--- src/rtl/dltq_pkg.sv ---
// Shared types and codes for the delta-list timer queue.
// No dependencies; imported by delta_list_timer_queue_unit.
package dltq_pkg;

  localparam int TIMERS_DEF     = 16;
  localparam int COUNT_BITS_DEF = 16;

  typedef enum logic [1:0] {
    OP_TICK   = 2'd0,
    OP_START  = 2'd1,
    OP_CANCEL = 2'd2,
    OP_ACK    = 2'd3
  } opcode_t;

  // per-timer state
  typedef enum logic [1:0] {
    TS_IDLE   = 2'd0,
    TS_ACTIVE = 2'd1,
    TS_DONE   = 2'd2,
    TS_SPARE  = 2'd3
  } tstate_t;

  typedef enum logic [1:0] {
    RES_OK       = 2'd0,
    RES_BUSY     = 2'd1,
    RES_NOT_DONE = 2'd2
  } result_t;

  typedef enum logic [4:0] {
    S_IDLE,
    S_DISP,
    S_TK_ORD,
    S_TK_DEL,
    S_INFO,
    S_INS_CHK,
    S_INS_ORD,
    S_INS_DEL,
    S_INS_SH_RD,
    S_INS_SH_WR,
    S_INS_PLACE,
    S_INS_SUCC,
    S_RM_CHK,
    S_RM_ORD,
    S_RM_NXT,
    S_RM_D1,
    S_RM_D2,
    S_RM_SH_RD,
    S_RM_SH_WR,
    S_RESP
  } fsm_t;

endpackage

--- src/rtl/dltq_ram.sv ---
// Generic simple dual-port RAM: one write port, one read port, registered read.
// No dependencies.
module dltq_ram #(
  parameter int WIDTH = 8,
  parameter int DEPTH = 16
) (
  input  logic                     clk,
  input  logic                     we,
  input  logic [$clog2(DEPTH)-1:0] waddr,
  input  logic [WIDTH-1:0]         wdata,
  input  logic [$clog2(DEPTH)-1:0] raddr,
  output logic [WIDTH-1:0]         rdata
);

  logic [WIDTH-1:0] mem [DEPTH];

  always_ff @(posedge clk) begin
    if (we) begin
      mem[waddr] <= wdata;
    end
    rdata <= mem[raddr];
  end

endmodule

--- src/rtl/delta_list_timer_queue_unit.sv ---
// Delta-list timer queue: up to TIMERS one-shot or periodic timers kept in expiry order.
// Depends on dltq_pkg and dltq_ram.
//
// Usage: one request on the input channel (opcode, timer_id, length_ticks, periodic)
// gives exactly one result (status, expired_mask, active_count). Both channels use
// valid/ready. Requests are worked one at a time by a sequencer around three RAMs:
// the expiry order (a ring addressed from a head pointer), the per-timer deltas and
// the per-timer info word (state, periodic flag, length).
// Steps per request, as the one-read-per-cycle RAM ports require:
//   refused start or ack, plain ack, cancel of a timer not in the list: an info read only
//   tick: none if empty, else a read of the head entry and of each timer that expires
//   insert: a walk past earlier entries, a shift back of later ones, a successor update
//   cancel: a search for the entry, a shift forward of later ones, a successor update
// A new request is taken once the sequencer is idle, even while the previous result
// waits in the output register; if the receiver stalls, the next request holds at
// its last step.
// Reset (synchronous) empties the list and marks every timer idle through per-entry
// valid bits on the info RAM; no clearing pass is needed.
module delta_list_timer_queue_unit #(
  parameter int TIMERS     = dltq_pkg::TIMERS_DEF,
  parameter int COUNT_BITS = dltq_pkg::COUNT_BITS_DEF
) (
  input  logic        clk,
  input  logic        rst,
  input  logic        in_valid,
  output logic        in_ready,
  input  logic [1:0]  opcode,
  input  logic [3:0]  timer_id,
  input  logic [15:0] length_ticks,
  input  logic        periodic,
  output logic        out_valid,
  input  logic        out_ready,
  output logic [1:0]  status,
  output logic [15:0] expired_mask,
  output logic [4:0]  active_count
);
  import dltq_pkg::*;

  localparam int ID_BITS   = $clog2(TIMERS);
  localparam int LEN_BITS  = $clog2(TIMERS + 1);
  localparam int CB        = COUNT_BITS;
  localparam int INFO_BITS = CB + 3;

  fsm_t state, state_next;

  logic [1:0]          op_q, op_next;
  logic [ID_BITS-1:0]  idx_q, idx_next;
  logic [CB-1:0]       lenin_q, lenin_next;
  logic                per_q, per_next;
  logic                inrange_q, inrange_next;
  logic [ID_BITS-1:0]  head, head_next;
  logic [LEN_BITS-1:0] list_len, list_len_next;
  logic [LEN_BITS-1:0] pos, pos_next;
  logic [LEN_BITS-1:0] sidx, sidx_next;
  logic [CB-1:0]       cnt, cnt_next;
  logic [ID_BITS-1:0]  cur_id, cur_id_next;
  logic [CB-1:0]       cur_delta, cur_delta_next;
  logic [15:0]         mask, mask_next;
  logic [1:0]          stat, stat_next;
  logic                first, first_next;
  logic                has_succ, has_succ_next;
  logic                load_out;

  logic [TIMERS-1:0]   vld;
  logic                vld_q;

  // RAM ports
  logic                 ord_we, del_we, inf_we;
  logic [ID_BITS-1:0]   ord_waddr, ord_raddr, del_waddr, del_raddr, inf_waddr, inf_raddr;
  logic [ID_BITS-1:0]   ord_wdata, ord_rdata;
  logic [CB-1:0]        del_wdata, del_rdata;
  logic [INFO_BITS-1:0] inf_wdata, inf_rdata;

  dltq_ram #(.WIDTH(ID_BITS), .DEPTH(TIMERS)) u_order (
    .clk(clk), .we(ord_we), .waddr(ord_waddr), .wdata(ord_wdata),
    .raddr(ord_raddr), .rdata(ord_rdata)
  );
  dltq_ram #(.WIDTH(CB), .DEPTH(TIMERS)) u_delta (
    .clk(clk), .we(del_we), .waddr(del_waddr), .wdata(del_wdata),
    .raddr(del_raddr), .rdata(del_rdata)
  );
  dltq_ram #(.WIDTH(INFO_BITS), .DEPTH(TIMERS)) u_info (
    .clk(clk), .we(inf_we), .waddr(inf_waddr), .wdata(inf_wdata),
    .raddr(inf_raddr), .rdata(inf_rdata)
  );

  // list position to ring address
  function automatic logic [ID_BITS-1:0] ring(input logic [LEN_BITS-1:0] p);
    logic [31:0] s;
    s = 32'(head) + 32'(p);
    if (s >= 32'(TIMERS)) s = s - 32'(TIMERS);
    return s[ID_BITS-1:0];
  endfunction

  // info word of the last read, idle when never written
  logic [1:0]    inf_st;
  logic          inf_per;
  logic [CB-1:0] inf_len;
  assign inf_st  = vld_q ? inf_rdata[CB+2:CB+1] : TS_IDLE;
  assign inf_per = vld_q ? inf_rdata[CB] : 1'b0;
  assign inf_len = vld_q ? inf_rdata[CB-1:0] : '0;

  logic [31:0]   id_wide, len_wide;
  logic [CB-1:0] dec_delta, start_len;
  assign id_wide   = 32'(timer_id);
  assign len_wide  = 32'(length_ticks);
  assign dec_delta = (first && del_rdata != '0) ? del_rdata - 1'b1 : del_rdata;
  assign start_len = (lenin_q == '0) ? CB'(1) : lenin_q;

  assign in_ready = (state == S_IDLE);

  always_comb begin
    state_next    = state;
    op_next       = op_q;
    idx_next      = idx_q;
    lenin_next    = lenin_q;
    per_next      = per_q;
    inrange_next  = inrange_q;
    head_next     = head;
    list_len_next = list_len;
    pos_next      = pos;
    sidx_next     = sidx;
    cnt_next      = cnt;
    cur_id_next   = cur_id;
    cur_delta_next = cur_delta;
    mask_next     = mask;
    stat_next     = stat;
    first_next    = first;
    has_succ_next = has_succ;
    load_out      = 1'b0;
    ord_we = 1'b0; ord_waddr = '0; ord_wdata = '0; ord_raddr = '0;
    del_we = 1'b0; del_waddr = '0; del_wdata = '0; del_raddr = '0;
    inf_we = 1'b0; inf_waddr = '0; inf_wdata = '0; inf_raddr = '0;

    unique case (state)
      S_IDLE: begin
        if (in_valid) begin
          op_next      = opcode;
          idx_next     = id_wide[ID_BITS-1:0];
          inrange_next = id_wide < 32'(TIMERS);
          lenin_next   = len_wide[CB-1:0];
          per_next     = periodic;
          mask_next    = '0;
          stat_next    = RES_OK;
          state_next   = S_DISP;
        end
      end
      S_DISP: begin
        if (op_q == OP_TICK) begin
          if (list_len == '0) begin
            state_next = S_RESP;
          end else begin
            ord_raddr  = ring('0);
            first_next = 1'b1;
            state_next = S_TK_ORD;
          end
        end else if (!inrange_q) begin
          state_next = S_RESP;
        end else begin
          inf_raddr  = idx_q;
          state_next = S_INFO;
        end
      end
      S_TK_ORD: begin
        cur_id_next = ord_rdata;
        del_raddr   = ord_rdata;
        inf_raddr   = ord_rdata;
        state_next  = S_TK_DEL;
      end
      S_TK_DEL: begin
        first_next = 1'b0;
        if (dec_delta != '0) begin
          del_we     = 1'b1;
          del_waddr  = cur_id;
          del_wdata  = dec_delta;
          state_next = S_RESP;
        end else begin
          // expire the head and drop it from the ring
          inf_we        = 1'b1;
          inf_waddr     = cur_id;
          inf_wdata     = {TS_DONE, inf_per, inf_len};
          mask_next     = mask | 16'(64'd1 << cur_id);
          head_next     = ring(LEN_BITS'(1));
          list_len_next = list_len - 1'b1;
          if (list_len == LEN_BITS'(1)) begin
            state_next = S_RESP;
          end else begin
            ord_raddr  = ring(LEN_BITS'(1));
            state_next = S_TK_ORD;
          end
        end
      end
      S_INFO: begin
        pos_next = '0;
        unique case (op_q)
          OP_START: begin
            if (inf_st != TS_IDLE) begin
              stat_next  = RES_BUSY;
              state_next = S_RESP;
            end else begin
              inf_we     = 1'b1;
              inf_waddr  = idx_q;
              inf_wdata  = {TS_ACTIVE, per_q, start_len};
              cnt_next   = start_len;
              state_next = S_INS_CHK;
            end
          end
          OP_CANCEL: begin
            inf_we     = 1'b1;
            inf_waddr  = idx_q;
            inf_wdata  = {TS_IDLE, inf_per, inf_len};
            state_next = (inf_st == TS_ACTIVE) ? S_RM_CHK : S_RESP;
          end
          OP_ACK: begin
            if (inf_st != TS_DONE) begin
              stat_next  = RES_NOT_DONE;
              state_next = S_RESP;
            end else if (inf_per) begin
              inf_we     = 1'b1;
              inf_waddr  = idx_q;
              inf_wdata  = {TS_ACTIVE, inf_per, inf_len};
              cnt_next   = inf_len;
              state_next = S_INS_CHK;
            end else begin
              inf_we     = 1'b1;
              inf_waddr  = idx_q;
              inf_wdata  = {TS_IDLE, inf_per, inf_len};
              state_next = S_RESP;
            end
          end
          default: state_next = S_RESP;
        endcase
      end
      S_INS_CHK: begin
        if (pos < list_len) begin
          ord_raddr  = ring(pos);
          state_next = S_INS_ORD;
        end else begin
          has_succ_next = 1'b0;
          sidx_next     = list_len;
          state_next    = S_INS_SH_RD;
        end
      end
      S_INS_ORD: begin
        cur_id_next = ord_rdata;
        del_raddr   = ord_rdata;
        state_next  = S_INS_DEL;
      end
      S_INS_DEL: begin
        if (cnt >= del_rdata) begin
          cnt_next   = cnt - del_rdata;
          pos_next   = pos + 1'b1;
          state_next = S_INS_CHK;
        end else begin
          cur_delta_next = del_rdata;
          has_succ_next  = 1'b1;
          sidx_next      = list_len;
          state_next     = S_INS_SH_RD;
        end
      end
      S_INS_SH_RD: begin
        // move the tail back by one, from the end down to the slot
        if (sidx > pos) begin
          ord_raddr  = ring(sidx - 1'b1);
          state_next = S_INS_SH_WR;
        end else begin
          state_next = S_INS_PLACE;
        end
      end
      S_INS_SH_WR: begin
        ord_we     = 1'b1;
        ord_waddr  = ring(sidx);
        ord_wdata  = ord_rdata;
        sidx_next  = sidx - 1'b1;
        state_next = S_INS_SH_RD;
      end
      S_INS_PLACE: begin
        ord_we        = 1'b1;
        ord_waddr     = ring(pos);
        ord_wdata     = idx_q;
        del_we        = 1'b1;
        del_waddr     = idx_q;
        del_wdata     = cnt;
        list_len_next = list_len + 1'b1;
        state_next    = has_succ ? S_INS_SUCC : S_RESP;
      end
      S_INS_SUCC: begin
        del_we     = 1'b1;
        del_waddr  = cur_id;
        del_wdata  = cur_delta - cnt;
        state_next = S_RESP;
      end
      S_RM_CHK: begin
        if (pos < list_len) begin
          ord_raddr  = ring(pos);
          state_next = S_RM_ORD;
        end else begin
          state_next = S_RESP;
        end
      end
      S_RM_ORD: begin
        if (ord_rdata == idx_q) begin
          sidx_next = pos;
          if ((32'(pos) + 32'd1) < 32'(list_len)) begin
            ord_raddr  = ring(pos + 1'b1);
            state_next = S_RM_NXT;
          end else begin
            state_next = S_RM_SH_RD;
          end
        end else begin
          pos_next   = pos + 1'b1;
          state_next = S_RM_CHK;
        end
      end
      S_RM_NXT: begin
        cur_id_next = ord_rdata;
        del_raddr   = ord_rdata;
        state_next  = S_RM_D1;
      end
      S_RM_D1: begin
        cur_delta_next = del_rdata;
        del_raddr      = idx_q;
        state_next     = S_RM_D2;
      end
      S_RM_D2: begin
        // hand the removed delta to the successor
        del_we     = 1'b1;
        del_waddr  = cur_id;
        del_wdata  = cur_delta + del_rdata;
        state_next = S_RM_SH_RD;
      end
      S_RM_SH_RD: begin
        if ((32'(sidx) + 32'd1) < 32'(list_len)) begin
          ord_raddr  = ring(sidx + 1'b1);
          state_next = S_RM_SH_WR;
        end else begin
          list_len_next = list_len - 1'b1;
          state_next    = S_RESP;
        end
      end
      S_RM_SH_WR: begin
        ord_we     = 1'b1;
        ord_waddr  = ring(sidx);
        ord_wdata  = ord_rdata;
        sidx_next  = sidx + 1'b1;
        state_next = S_RM_SH_RD;
      end
      S_RESP: begin
        if (!out_valid || out_ready) begin
          load_out   = 1'b1;
          state_next = S_IDLE;
        end
      end
      default: state_next = S_IDLE;
    endcase
  end

  always_ff @(posedge clk) begin
    if (rst) begin
      state    <= S_IDLE;
      head     <= '0;
      list_len <= '0;
      vld      <= '0;
      first    <= 1'b0;
      has_succ <= 1'b0;
    end else begin
      state    <= state_next;
      head     <= head_next;
      list_len <= list_len_next;
      first    <= first_next;
      has_succ <= has_succ_next;
      if (inf_we) vld[inf_waddr] <= 1'b1;
    end
  end

  always_ff @(posedge clk) begin
    op_q      <= op_next;
    idx_q     <= idx_next;
    lenin_q   <= lenin_next;
    per_q     <= per_next;
    inrange_q <= inrange_next;
    pos       <= pos_next;
    sidx      <= sidx_next;
    cnt       <= cnt_next;
    cur_id    <= cur_id_next;
    cur_delta <= cur_delta_next;
    mask      <= mask_next;
    stat      <= stat_next;
    vld_q     <= vld[inf_raddr];
  end

  always_ff @(posedge clk) begin
    if (rst) begin
      out_valid <= 1'b0;
    end else if (load_out) begin
      out_valid <= 1'b1;
    end else if (out_ready) begin
      out_valid <= 1'b0;
    end
  end

  always_ff @(posedge clk) begin
    if (load_out) begin
      status       <= stat;
      expired_mask <= mask;
      active_count <= 5'(list_len);
    end
  end

  a_len_bound: assert property (@(posedge clk) disable iff (rst)
    32'(list_len) <= 32'(TIMERS))
    else $error("list length beyond capacity");

  a_one_request: assert property (@(posedge clk) disable iff (rst)
    (in_valid && in_ready) |=> !in_ready)
    else $error("second request taken while one is in work");

  a_succ_order: assert property (@(posedge clk) disable iff (rst)
    (state == S_INS_SUCC) |-> (cnt < cur_delta))
    else $error("successor delta would wrap on insert");

  a_result_loaded: assert property (@(posedge clk) disable iff (rst)
    load_out |=> out_valid)
    else $error("result not presented after completion");

endmodule

--- config.mk ---
export PLATFORM = sky130hd
export DESIGN_NAME = delta_list_timer_queue_unit
export DESIGN_NICKNAME = d
export VERILOG_FILES = /design/src/rtl/dltq_pkg.sv /design/src/rtl/dltq_ram.sv /design/src/rtl/delta_list_timer_queue_unit.sv
export SDC_FILE = /design/constraint.sdc
export NUM_CORES = 1
export LEC_CHECK = 0
export ABC_AREA = 1
export BUFFER_PORTS_ARGS = -buffer_cell sky130_fd_sc_hd__buf_4
export CAP_MARGIN = 20
export CORE_ASPECT_RATIO = 0.9
export CORE_UTILIZATION = 50
export CTS_CLUSTER_SIZE = 10
export DETAILED_ROUTE_END_ITERATION = 6
export GPL_ROUTABILITY_DRIVEN = 0
export MAX_ROUTING_LAYER = met4
export PLACE_DENSITY = 0.75
export SLEW_MARGIN = 30
export SYNTH_ARGS = -nofsm -noshare
export SYNTH_HDL_FRONTEND = slang
export SYNTH_SLANG_ARGS = --single-unit
--- constraint.sdc ---
create_clock -name clk -period 14 [get_ports clk]
set_input_delay 1.4 -clock clk [delete_from_list [all_inputs] [get_ports clk]]
set_output_delay 1.4 -clock clk [all_outputs]
set_load 0.01 [all_outputs]
Word level (Yosys, flattened, before mapping). Memory sizes are Yosys's and may differ from the RTL's. A register that Yosys moved wholly into a read port is not among the register bits. Index checks and enable logic that the tools add are counted. W data, S select, Z words.

Register bits: 145. RAM bits: 624. Bits of input ports: 27. Memories: 3.

Add/sub/neg operators: 24. $lt $le $gt $ge: 16. Equality and inequality tests: 43. Shift-type cells: 1. Mux-type cells: 118. Bitwise gates (word level): 3. Reductions and logical operators: 40.

Memory list: u_info.mem (words 16, width 19, rd ports 1, clocked after memory_dff 1, wr ports 1, line dltq_ram.sv:15) `logic [WIDTH-1:0] mem [DEPTH];`; u_delta.mem (words 16, width 16, rd ports 1, clocked after memory_dff 1, wr ports 1, line dltq_ram.sv:15); u_order.mem (words 16, width 4, rd ports 1, clocked after memory_dff 1, wr ports 1, line dltq_ram.sv:15).

Operators by type and width (count): $mux W16 (11); $pmux W16 S2 (4); $mux W5 (22); $mux W4 (24); $pmux W5 S19 (1); $pmux W16 S4 (1); $mux W18 (3); $pmux W18 S3 (1); $pmux W5 S3 (3); $eq A5 B4 Y1 const B (8); $pmux W4 S2 (5); $pmux W19 S2 (1); $or A16 B16 Y16 (2); $reduce_bool A16 Y1 (2); $sub A16 B16 Y16 (2); $add A4 B5 Y6 (5); $ge A6 B5 Y1 const B (5); $sub A4 B1 Y4 const B (7); $pmux W5 S5 (1); $ne A2 B2 Y1 const B (12); $pmux W4 S3 (2); $pmux W4 S6 (1); $mux W1 (23); $eq A5 B3 Y1 const B (4); 47 further kinds (95).

Logic depth before layout (Yosys ltp).
Depth in word-level cells: 11. Mapped depth: 24. Depth with buffers taken out: 24.

Modules after synthesis. Synthesis repeated with hierarchy kept, for this count alone.

Cell total of the unflattened synthesis: 4099. Area, all modules: 38788.5 sq um.

By module, submodules not included: dltq_ram (u_info) (instances 1, cells each 1270, area each 13508.0 sq um, sequential area each 9509.1 sq um); dltq_ram (u_delta) (instances 1, cells each 1074, area each 11380.9 sq um, sequential area each 8007.7 sq um); delta_list_timer_queue_unit (instances 1, cells each 1465, area each 10933.0 sq um, sequential area each 3983.8 sq um); dltq_ram (u_order) (instances 1, cells each 290, area each 2966.6 sq um, sequential area each 2001.9 sq um).

Worst setup path after synthesis. OpenSTA, ideal clock, no wires.

Kind: register -> register. From: register cnt[0]. To: register cnt[0], enable pin. Data arrival time: 4.685 ns. Data required time: 13.523 ns. Setup slack: 8.838 ns. Stages on the path, launching flop included: 13. Path buffers: 0. Clock period less this slack: 5.162 ns. Cells stage by stage: edfxtp_1 inv_1 ha_1 fa_1 o21ai_0 a21oi_1 inv_1 a21oi_1 o21ai_0 nor2_1 o21ai_0 nor2_1 a2111oi_0.

Longest elaborated chain between the ends: 3.

Ends and longest elaborated chain: start: declaration (line delta_list_timer_queue_unit.sv:55) `logic [CB-1:0] cnt, cnt_next;`; start signal: assignment (line delta_list_timer_queue_unit.sv:384) `cnt <= cnt_next;`; $ge A16 B16 Y1 (line delta_list_timer_queue_unit.sv:250) `if (cnt >= del_rdata) begin`; $ne A2 B2 Y1 (no source line); $reduce_and A6 Y1 (no source line).

No other way between the ends. A chain may end at the register's enable or synchronous reset.

Final worst setup path.
From: register state[2]. To: memory u_delta.mem[15][10] in the netlist's numbering (data pin).

Longest elaborated chain between the ends: 2.

Ends and longest elaborated chain: start: declaration (line delta_list_timer_queue_unit.sv:44) `fsm_t state, state_next;`; start signal: assignment (line delta_list_timer_queue_unit.sv:367) `state <= state_next;`; $eq A5 B5 Y1 (tied with other cells) (line delta_list_timer_queue_unit.sv:135) `unique case (state)`; $pmux W16 S4 (*) (line delta_list_timer_queue_unit.sv:135); net del_wdata[10] (line delta_list_timer_queue_unit.sv:71) `logic [CB-1:0] del_wdata, del_rdata;`; end: declaration (line dltq_ram.sv:15).

The timed path passes the listed nets; every way through them passes the cells marked *.

==> flow_metrics.tcl <==
set metrics [dict create \
    first_iter_violations 3800 \
    crit_type "reg2reg" \
    die_h_um 260 \
    drive_gt1_share_pct 8.77 \
    cts_buffers 91 \
    ys_warn_count 0 \
    fin_ws_ns 9.12 \
    failed_checks "DRC" \
    p_per_area_nw_per_um2 174 \
    period_share_pct 34.9 \
    ys_seq_area_share_pct 63.6 \
    max-cap-violations 0 \
    drt_pass1_iterations 7 \
    postCtsSetupBuffers 0 \
    cts_resized 0 \
    grt_overflow 0 \
    grt_max_degree 112 \
    clkTransAtPathRegs_ns 0.06 \
    max_slew_margin_pct 31.5 \
    cp.required_ns 14.27 \
    postLayoutCoreUtil_pct 56.7 \
    grt_pass1_vias 24906 \
    dieWidth_um 289 \
    synth_seq_cells 807 \
    ys_async_sr_fraction_pct 0 \
    start_util_pct 50.5 \
    timing.fmax_mhz 205 \
    preCtsSetupSlack_ns 9.25 \
    rsz0062_at_grt "false" \
    report.final.slew_viol_count 0 \
    io_pins 52 \
    rows 94 \
    portBuffers 51 \
    syn_to_final_growth_pct 12.3 \
    cts-hold-fix-buffers 0 \
    tns_ns 0 \
    clock_sinks 807 \
    fin_skew_ns 0.0598 \
    worst_slew_pin_slew_ns 1.03 \
    peakVddDrop_mv 0.157 \
    nets 3706 \
    drc 4 \
    syn_nets 3638 \
    cts_buffer_depth 3 \
    synth_edf_count 734 \
    rrSetupSlack_ns 9.12 \
    place.detailed.hpwl_um 57100 \
    syn_area_per_cell_um2 10.5 \
    timing.final.crit_period_ns 4.88 \
    ant_nets 0 \
    critPathLaunchType "register" \
    end_kind "register" \
    coreArea_um2 73200 \
    multiInputGateArea_um2 11500 \
    cts_tree "built" \
    cts-htree-levels 3 \
    via_per_inst 5.84 \
    p_leak_uw 0.0150 \
    antenna_found_initial 1 \
    drt-total-wl_um 94700 \
    grt_pass1_wl_um 145000 \
    grt_usage_pct 26.0 \
    setup_viol_count_final 0 \
    place_area_um2 38700 \
    syn-cell-area_um2 36900 \
    final_common_cell "edfxtp_1" \
    holdWs_ns 0.447 \
    most-common-layout-cells "edfxtp_1 (734), nand2_1 (467), nor2_1 (419)" \
    synth_flop_cell "edfxtp_1" \
    cp_max_fo 26 \
    design_area_um2 41500 \
    status "finished with violations" \
    clockRootBuffer "clkbuf_16" \
    fillers 5900 \
    routedWlPerCell_um 20.4 \
    seqCellArea_um2 23500 \
    synth_cells 3532 \
    hold_viol_final 0 \
    vias 27038 \
    dieArea_um2 75000 \
    clk_latency_ns 0.67 \
    arrival_ns 5.15 \
    worstHoldPathType "reg2reg" \
    synth.distinct_cells 53 \
]
-- worst paths after layout --
path,startpoint,to,cells past startpoint
max,state[2],u_delta.mem[15][10],20
max reg2reg,state[2],u_delta.mem[15][10],20
min reg2reg,mask[3],expired_mask[3],0
min,mask[3],expired_mask[3],0
-- report_power, final --
group / switching (uW) / total, uW / internal, uW
logic: 1330 / 1890 / 560
clock network: 933 / 2190 / 1250
registers: 195 / 3140 / 2940
-- critical path, cell delays in order (launching register included) --
cell and delay [ns]:
dfxtp_1 0.36, nor2_1 0.11, inv_1 0.06, nor2_1 0.08, inv_1 0.09, nor2_1 0.39
clkinv_1 0.67, o21ai_0 0.48, inv_1 0.10, fa_1 0.42, o21ai_0 0.25, nand2_1 0.10
nand2_1 0.07, a21oi_1 0.10, nor2_1 0.14, nor2_1 0.06, o21bai_1 0.22, a31oi_1 0.16
or2_2 0.30, nand3_1 0.07, nand2_1 0.29
-- flip-flops by register name (all words and copies together), names as in the netlist, 19 cells and up --
name,count
u_order.mem,64
u_info.rdata,19
u_delta.mem,256
u_info.mem,304
-- layer usage --
metal	up-vias	GRT usage (%)	share of wire [%]
li1	12559	-	-
met5	-	-	0
met3	230	4.22	11
met1	12757	36.5	42
met2	1492	38.3	45
met4	0	8.80	3.1
-- cell type report --
type | instances | area share (%)
multi-input combinational | 2156 | 27.6
inverter | 406 | 3.68
clock buffer | 159 | 6.23
antenna | 1 | 0.00603
timing repair buffer | 138 | 2.59
tap | 960 | 2.89
sequential | 807 | 56.6
clock inverter | 6 | 0.350
-- cells by family (layout without fill, tap and decap cells) --
group                    count (synthesis)  after routing  share of synthesized area [%]
adder cells (fa/ha/maj)                 79             79                           2.82
XOR/XNOR                                45             45                           1.07
flip-flops                             807            807                           63.6
AO/OA/AOI/OAI                          738            738                           11.6
AND/OR/NAND/NOR                       1294           1294                           15.0
buffers and inverters                  569            709                           5.89
other                                    0              1                              0
-- through the flow --
step | instances | power (uW)
floorplan | 3532 | 4380
global route | 4633 | 7540
global placement | 4461 | 4960
finish | 4633 | 7210
detailed placement | 4464 | 5000
CTS | 4629 | 7180
-- synthesized netlist by cell type (4+ instances only) --
cell | n | area share (%)
edfxtp_1 | 734 | 60
nand2_1 | 467 | 4.7
nor2_1 | 444 | 4.5
inv_1 | 387 | 3.9
o21ai_0 | 344 | 4.7
nand3_1 | 222 | 3.0
a21oi_1 | 170 | 2.3
clkbuf_1 | 122 | 1.2
o211ai_1 | 82 | 1.7
dfxtp_1 | 73 | 4.0
ha_1 | 72 | 2.4
nor3_1 | 53 | 0.72
nand4_1 | 51 | 0.86
o221ai_1 | 40 | 0.95
xor2_1 | 32 | 0.76
o22ai_1 | 29 | 0.49
nor4_1 | 27 | 0.46
buf_2 | 25 | 0.34
buf_1 | 15 | 0.15
inv_2 | 13 | 0.13
xnor2_1 | 13 | 0.31
a22oi_1 | 12 | 0.24
o21ai_1 | 12 | 0.16
fa_1 | 7 | 0.38
nand3b_1 | 7 | 0.14
o2111ai_1 | 7 | 0.17
o21a_1 | 7 | 0.14
clkinv_1 | 6 | 0.061
nor2_2 | 6 | 0.10
or2_2 | 6 | 0.10
a21o_1 | 5 | 0.10
nor2_4 | 4 | 0.12
o21bai_1 | 4 | 0.081
No activity file was read; power rests on OpenSTA's default activity.
